--- config.mk ---
export PLATFORM = sky130hd
export DESIGN_NAME = tkmmd_ctrl
export DESIGN_NICKNAME = d
export VERILOG_FILES = /design/src/tkmmd_pkg.sv /design/src/tkmmd_ctrl.sv
export SDC_FILE = /design/constraint.sdc
export NUM_CORES = 1
export LEC_CHECK = 0
export ABC_AREA = 1
export BUFFER_PORTS_ARGS = -buffer_cell sky130_fd_sc_hd__buf_2
export CAP_MARGIN = 20
export CELL_PAD_IN_SITES_DETAIL_PLACEMENT = 0
export CELL_PAD_IN_SITES_GLOBAL_PLACEMENT = 2
export CORE_MARGIN = 2
export CORE_UTILIZATION = 18
export DETAILED_ROUTE_END_ITERATION = 8
export GPL_TIMING_DRIVEN = 0
export HOLD_SLACK_MARGIN = 0.08
export PLACE_DENSITY = 0.67
export SYNTH_ARGS = -nofsm -noshare
export SYNTH_HDL_FRONTEND = slang
export SYNTH_SLANG_ARGS = --single-unit
export TNS_END_PERCENT = 20
--- constraint.sdc ---
create_clock -name clk -period 0.9 [get_ports clk]
set_input_delay 0.09 -clock clk [delete_from_list [all_inputs] [get_ports clk]]
set_output_delay 0.09 -clock clk [all_outputs]
set_load 0.005 [all_outputs]
--- src/tkmmd_pkg.sv ---
// Package for the top-k merge block: field widths, payload structs and the
// command/status bundles between controller and datapath. No dependencies.
`default_nettype none

package tkmmd_pkg;

  localparam int unsigned ID_W          = 32;
  localparam int unsigned DIST_W        = 32;
  localparam int unsigned KEEP_W        = 6;
  localparam int unsigned DEPTH_DEFAULT = 32;
  localparam logic [KEEP_W-1:0] KEEP_RESET = 6'd32;

  typedef struct packed {
    logic [ID_W-1:0]   item_id;
    logic [DIST_W-1:0] distance;
    logic              last;
  } in_item_t;

  typedef struct packed {
    logic [ID_W-1:0]   entry_id;
    logic [DIST_W-1:0] entry_distance;
    logic              valid_res;
    logic              end_of_list;
  } out_item_t;

  typedef struct packed {
    logic load;
    logic remove;
    logic insert;
    logic emit;
  } cmd_t;

  typedef struct packed {
    logic found;
    logic lower;
    logic last;
    logic final_entry;
  } sts_t;

endpackage

`default_nettype wire

--- src/tkmmd_ctrl.sv ---
// Controller FSM: sequences load, match, remove, insert and emit steps.
// Uses tkmmd_pkg command/status types.
`default_nettype none

module tkmmd_ctrl (
  input  wire              clk,
  input  wire              rst_n,
  input  wire              start,
  input  tkmmd_pkg::sts_t  sts,
  output tkmmd_pkg::cmd_t  cmd,
  output logic             busy
);
  import tkmmd_pkg::*;

  typedef enum logic [2:0] {
    S_IDLE,
    S_MATCH,
    S_REMOVE,
    S_INSERT,
    S_EMIT
  } state_t;

  state_t state_r, state_nxt;
  logic   busy_r;

  always_comb begin
    state_nxt = state_r;
    case (state_r)
      S_IDLE: begin
        if (start) state_nxt = S_MATCH;
      end
      S_MATCH: begin
        if (!sts.found) begin
          state_nxt = S_INSERT;
        end else if (sts.lower) begin
          state_nxt = S_REMOVE;
        end else begin
          state_nxt = sts.last ? S_EMIT : S_IDLE;
        end
      end
      S_REMOVE: state_nxt = S_INSERT;
      S_INSERT: state_nxt = sts.last ? S_EMIT : S_IDLE;
      S_EMIT: begin
        if (sts.final_entry) state_nxt = S_IDLE;
      end
      default: state_nxt = S_IDLE;
    endcase
  end

  always_ff @(posedge clk) begin
    if (!rst_n) begin
      state_r <= S_IDLE;
      busy_r  <= 1'b0;
    end else begin
      state_r <= state_nxt;
      busy_r  <= state_nxt != S_IDLE;
    end
  end

  assign cmd.load   = (state_r == S_IDLE) && start;
  assign cmd.remove = state_r == S_REMOVE;
  assign cmd.insert = state_r == S_INSERT;
  assign cmd.emit   = state_r == S_EMIT;
  assign busy       = busy_r;

endmodule

`default_nettype wire

==> out/results.ini, run 1 <==
[outcome]
outcome = finished with violations
failed_checks = setup timing

[placed_design]
dp_hpwl_um = 410
dp_cells = 65
place_area_um2 = 309
routabilityCongestion = 0.648
io_buffers = 11
pre_cts_ws_ns = -0.00483

[logic_synthesis]
synth_xor_area_share_pct = 0
synthMuxAreaShare_pct = 0
synthFlopType = dfxtp_1
yosys-top-cells-count = inv_1 (10), nand2_1 (8), nand3_1 (5)
yosysTopAreaCell = dfxtp_1
synth_compound_gate_area_share_pct = 0
synth_area_um2 = 235
ys_ff_latch = 4
yosysSeqAreaShare_pct = 34.0
yosys.area_share.simple_pct = 46.8
synth_nets = 46
yosys-top-cells-area = dfxtp_1 (34%), inv_1 (16%), nand2_1 (13%), nand3_1 (11%), nor2_1 (6.4%)
async_reset_ff_share_pct = 0
synth.distinct_cells = 11
yosysWarnings = 0
yosysMostFrequentCell = inv_1
netlist_instances = 39
synth_edf_count = 0
syn_avg_cell_area_um2 = 6.03
synth_top_family_by_area = simple AND/OR/NAND/NOR gates
synthAdderAreaFrac_pct = 0
synth_top_cell_area_share_pct = 34.0

[worst_setup_path]
path_class = flip-flop to primary output
crit_slowest_cell = dfxtp_4
crit_chain = nor2_4, nand3_2, inv_1, buf_2
cp-startpoint = state_r[0]
reg2reg_from = state_r[0]
crit_family = flip-flops
r2r_cells = 6
endpoint_kind = primary output
worstPathArrival_ns = 0.94
slowest_delay_ns = 0.36
crit_fanout = 4
r2r_setup_slack_ns = -0.05
crit_buf_inv = 2
r2r-end = busy
worstPathRequired_ns = 0.81
worstSetupEndpoint = cmd[3]
start_kind = flip-flop
cp.depth = 4

[cells_and_area]
fin_nets = 63
synthToLayoutAreaGrowth_pct = 64.9
final_core_util_pct = 31.0
insertedDiodeCount = 0
final-instance-count-excl-fill = 69
stdcell_area_um2 = 388
drive_above_1_share_pct = 59.3

[clock_network]
cts_hold_buf = 0
cts_tree = yes
cts_buffer_depth = 2
h-tree-depth = 1
insertion_delay_ns = 0.23
clock-root-buffer = clkbuf_4
clk_pin_slew_worst_paths_ns = 0.04
cts_sinks = 4
cts_buffers = 3

[route]
wl_per_cell_um = 7.94
num_vias = 262
postRouteAntennaNets = 0
drt_iter0_drc = 0
route.detailed.drc = 0
drt-total-wl_um = 548
vias_per_cell = 3.80
first_pass_iters = 1

[sta]
period_needed_ns = 1.03
rsz0062_at_grt = yes
layout_setup_ws_ns = -0.126
max-slew-margin-rel_pct = 91.9
tightest_slew_ns = 0.121
hold_viol = 0
fin_crit_sh_pct = 114
setup_violations = 6
whs_ns = 0.117
slew_violations = 0
fin_setup_tns_ns = -0.454
clock_skew_ns = 0.000205
fmax_mhz = 975

[die]
core_area_mm2 = 0.00125
io_pins = 12
dieWidth_um = 40.2
row_count = 13
die_y_um = 40.2
die_area_mm2 = 0.00161
initial_utilization_pct = 18.8

[grt]
grt_pass1_vias = 218
grt_pass1_wl_um = 745
antenna_found_initial = 0
overflow = 0
grt.total_usage_pct = 7.49
grt_max_degree = 7

[hold_path]
min_path_type = input pin to flip-flop
hold_depth = 3

[power]
p_leak_nw = 0.245
p_per_area_mw_per_mm2 = 1620
power_uw = 628
max-vdd-ir-drop_v = 0.000838

[run]
maxCapViolations = 0

==> flip-flops by register name, summed over array words and instances, names as in the netlist <==
name,count
busy,1
state_r,3
==> kinds of logic after synthesis <==
group,count (synthesis)
flip-flops,4
AND/OR/NAND/NOR,23
buffers and inverters,12
==> routing by layer <==
layer | GRT usage (%) | up-vias | wire (um)
met3 | 1.67 | 0 | 62
met1 | 7.33 | 109 | 232
met5 | 0 | - | 0
li1 | - | 143 | -
met2 | 12.5 | 10 | 253
met4 | 7.76 | 0 | 0
==> layout make-up <==
type	count	area, um^2
fillers	147	865
multi-input cells	23	148
flip-flops and latches	4	88.8
repair buffers	12	62.6
inverters	12	47.5
clock buffers	3	22.5
well taps	15	18.8
==> timing repair <==
action                                  CTS  global route
resized for setup                         5            11
endpoints found under the setup margin    5             8
buffers inserted                          1             0
gates cloned                              0             0
pin swaps                                 2             5
==> worst min-delay path, delay by kind of cell <==
family / cells / cell delay (ns)
buf+inv: 2 / 0.16
simple gates: 1 / 0.07
==> worst min-delay path by stage <==
stage,endpoint,startpoint,slack (ns)
6_report,state_r[1],rst_n,0.12
5_1_grt,state_r[1],rst_n,0.12
2_1_floorplan,state_r[0],rst_n,0.22
3_5_place_dp,state_r[1],rst_n,0.36
3_3_place_gp,state_r[1],rst_n,0.36
4_1_cts,state_r[1],rst_n,0.11
==> cell usage in the layout, fill, tap and decap left out, drive strengths merged <==
cell type and instances:
buf 12, inv 12, nand2 9, nand3 6
nor2 6, dfxtp 4, clkbuf 3, nor3 1
or2 1
==> power by group <==
part	leakage, nW	total, mW	internal [mW]	switching [mW]
logic	0.197	0.174	0.0841	0.0898
clock network	0.0138	0.222	0.149	0.0725
registers	0.0348	0.233	0.205	0.0277
total	0.245	0.628	0.438	0.190
Power figures use the tool's default switching activity.
==> run 2, diff against run 1 <==
==> constraint.sdc (replaced) <==
create_clock -name clk -period 0.9 [get_ports clk]
set_input_delay 0.09 -clock clk [delete_from_list [all_inputs] [get_ports clk]]
set_output_delay 0.09 -clock clk [all_outputs]
set_load 0.02 [all_outputs]
==> out/results.ini, run 2 (synthesis results as in run 1) <==
[cells_and_area]
seq_area_um2 = 88.8
final_cell_mix = inv_1 (7), buf_2 (7), nand2_1 (6)
multi_input_area_um2 = 145
fin_nets = 65
fillers = 149
final_core_util_pct = 33.4
insertedDiodeCount = 0
drive_above_1_share_pct = 66.1
largest_register_ffs = 3
synthToLayoutAreaGrowth_pct = 77.7
final-instance-count-excl-fill = 71
regMostFlops = state_r

[sta]
setup_violations = 6
slew_violations = 0
fin_crit_sh_pct = 117
clock_skew_ns = 0.00187
layout_setup_ws_ns = -0.153
max-slew-margin-rel_pct = 91.8
fin_setup_tns_ns = -0.546
tightest_slew_ns = 0.122
rsz0062_at_grt = yes
hold_viol = 0
period_needed_ns = 1.05
fmax_mhz = 950
whs_ns = 0.101

[die]
core_area_mm2 = 0.00125
io_pins = 12
row_count = 13
initial_utilization_pct = 18.8
die_area_mm2 = 0.00161
die_y_um = 40.2
dieWidth_um = 40.2

[route]
first_pass_iters = 1
drt_iter0_drc = 0
num_vias = 266
wl_per_cell_um = 8.13
route.detailed.drc = 0
drt-total-wl_um = 577
vias_per_cell = 3.75
postRouteAntennaNets = 0

[worst_setup_path]
r2r_cells = 6
r2r_setup_slack_ns = -0.03
path_class = flip-flop to primary output
worstPathRequired_ns = 0.81
reg2reg_from = state_r[0]
r2r-end = state_r[0]
start_kind = flip-flop
cp-startpoint = state_r[0]
worstPathArrival_ns = 0.96
crit_fanout = 4
worstSetupEndpoint = cmd[3]
endpoint_kind = primary output

[clock_network]
clk_pin_slew_worst_paths_ns = 0.04
insertion_delay_ns = 0.23
cts_tree = yes
clock-root-buffer = clkbuf_4
cts_hold_buf = 0
h-tree-depth = 1
cts_sinks = 4
cts_buffer_depth = 2
cts_buffers = 3

[placed_design]
dp_cells = 65
dp_hpwl_um = 418
routabilityCongestion = 0.636
io_buffers = 11

[grt]
overflow = 0
antenna_found_initial = 0
grt.total_usage_pct = 10.3
grt_pass1_wl_um = 986
grt_pass1_vias = 242
grt_max_degree = 7

[outcome]
failed_checks = setup timing
outcome = finished with violations

[power]
max-vdd-ir-drop_v = 0.000877
p_leak_nw = 0.254
p_per_area_mw_per_mm2 = 1660

[hold_path]
hold_depth = 3
min_path_type = input pin to flip-flop

[run]
maxCapViolations = 0

-- run 2: critical path, cell delays in order (launching register included) --
cell and delay (ns):
dfxtp_4 0.36, nor2_4 0.12, nand3_2 0.09, inv_2 0.06, buf_6 0.10
-- run 2: power by group --
| group | switching [mW] | internal [mW] |
|---|---|---|
| clock | 0.0724 | 0.149 |
| sequential | 0.0277 | 0.205 |
| combinational | 0.125 | 0.114 |
-- run 2: cell type report --
cell class | instances | area share [%]
multi-input combinational | 23 | 34.7
timing repair buffer | 14 | 22.8
sequential | 4 | 21.3
inverter | 12 | 11.4
clock buffer | 3 | 5.39
tap | 15 | 4.49
-- run 2: what timing repair did --
action | in CTS | in global routing
pin swaps | 3 | 2
buffers inserted | 3 | 0
cloned | 0 | 0
gates resized for setup | 19 | 4
endpoints found under the setup margin | 6 | 8
-- run 2: layer usage --
| metal | wire (um) | up-vias | track usage [%] |
|---|---|---|---|
| met5 | 0 | - | 0 |
| met4 | 16 | 0 | 10.3 |
| met3 | 34 | 2 | 5.00 |
| met2 | 255 | 9 | 14.9 |
| met1 | 271 | 107 | 10.6 |
| li1 | - | 148 | - |
-- run 2: worst min path at each step --
stage               start         end
floorplan           rst_n  state_r[0]
global placement    rst_n  state_r[1]
detailed placement  rst_n  state_r[1]
CTS                 rst_n  state_r[1]
global route        rst_n  state_r[0]
finish              rst_n        busy
-- run 2: stage by stage --
step | cell area (um^2) | power (mW) | setup WS [ns]
2_1_floorplan | 240 | 0.336 | 0.0562
3_3_place_gp | 314 | 0.391 | -0.0574
3_5_place_dp | 314 | 0.390 | -0.0481
4_1_cts | 408 | 0.699 | -0.158
5_1_grt | 418 | 0.756 | -0.208
6_report | 418 | 0.694 | -0.153
==> run 3, diff against run 2 <==
PLACE_DENSITY = 0.69   (was 0.67)
clock period = 1 ns   (was 0.9 ns; I/O delays follow)
==> out/results.ini, run 3 (synthesis results as in run 1) <==
[outcome]
outcome = finished with violations
failed_checks = setup timing

[die]
core_area_mm2 = 0.00125
dieWidth_um = 40.2
die_area_mm2 = 0.00161
row_count = 13
io_pins = 12
initial_utilization_pct = 18.8
die_y_um = 40.2

[route]
num_vias = 270
wl_per_cell_um = 7.79
vias_per_cell = 3.86
drt-total-wl_um = 545
postRouteAntennaNets = 0
route.detailed.drc = 0
first_pass_iters = 2
drt_iter0_drc = 1

[sta]
tightest_slew_ns = 0.135
whs_ns = 0.109
rsz0062_at_grt = yes
setup_violations = 4
hold_viol = 0
layout_setup_ws_ns = -0.0469
fin_setup_tns_ns = -0.102
slew_violations = 0
clock_skew_ns = 0.00388
period_needed_ns = 1.05
max-slew-margin-rel_pct = 91.0
fmax_mhz = 955
fin_crit_sh_pct = 105

[worst_setup_path]
endpoint_kind = primary output
path_class = flip-flop to primary output
worstPathArrival_ns = 0.95
start_kind = flip-flop
worstPathRequired_ns = 0.90
crit_fanout = 4

[clock_network]
clock-root-buffer = clkbuf_4
h-tree-depth = 1
cts_buffers = 3
cts_tree = yes
cts_buffer_depth = 2
insertion_delay_ns = 0.23
clk_pin_slew_worst_paths_ns = 0.04
cts_sinks = 4

[power]
p_leak_nw = 0.247
power_uw = 615
max-vdd-ir-drop_v = 0.000801
p_per_area_mw_per_mm2 = 1500

[grt]
grt.total_usage_pct = 8.97
grt_max_degree = 7
grt_pass1_vias = 246
overflow = 0
antenna_found_initial = 0
grt_pass1_wl_um = 917

[placed_design]
place_area_um2 = 309
routabilityCongestion = 0.652
io_buffers = 11
dp_hpwl_um = 404

[cells_and_area]
final_core_util_pct = 32.8
final_cell_mix = inv_1 (7), buf_2 (7), nand2_1 (6)
stdcell_area_um2 = 410
synthToLayoutAreaGrowth_pct = 74.5
regMostFlops = state_r
largest_register_ffs = 3
insertedDiodeCount = 0
drive_above_1_share_pct = 61.8
fin_nets = 64

[run]
maxCapViolations = 0

[hold_path]
min_path_type = input pin to flip-flop

run 3: worst paths after layout:
path,cells past startpoint,start,to,slack (ns)
worst max-delay path,4,state_r[0],cmd[3],-0.05
worst min-delay path,3,rst_n,state_r[0],0.11
worst max register to register,6,state_r[0],busy,0.05
worst min register to register,5,state_r[2],state_r[1],0.67
run 3: stage by stage:
step	worst slack [ns]	std cells
after floorplan	0.0448	39
after global placement	0.0471	65
after detailed placement	0.0782	65
after CTS	-0.0834	69
after global routing	-0.104	70
final	-0.0469	70
run 3: critical path, cell delays in order, from the launching register on:
cell and delay [ns]:
dfxtp_4 0.36, nor2_4 0.12, nand3_2 0.08, inv_2 0.06, buf_6 0.10
run 3: layout make-up:
cell class              count  area [um^2]
flip-flops and latches      4         88.8
clock buffers               3         22.5
multi-input cells          23          145
repair buffers             13         87.6
well taps                  15         18.8
fillers                   144          842
inverters                  12         47.5
run 3: per-layer routing:
layer  vias up  share of wire (%)  track usage (%)
li1        148                  -                -
met1       116                 44             9.93
met2         6                 49             12.9
met3         0                7.5             5.56
met4         0                  0             5.17
met5         -                  0                0
run 3: timing repair:
item	4_1_cts	5_1_grt
gates resized for setup	9	14
hold buffers	0	0
pin swaps	2	3
endpoints found under the setup margin	4	6
buffers inserted	1	1
run 3: power breakdown:
| part | switching (mW) | total [mW] | internal [mW] |
|---|---|---|---|
| clock | 0.0631 | 0.197 | 0.134 |
| sequential | 0.0249 | 0.209 | 0.185 |
| combinational | 0.110 | 0.209 | 0.0983 |
| total | 0.198 | 0.615 | 0.417 |
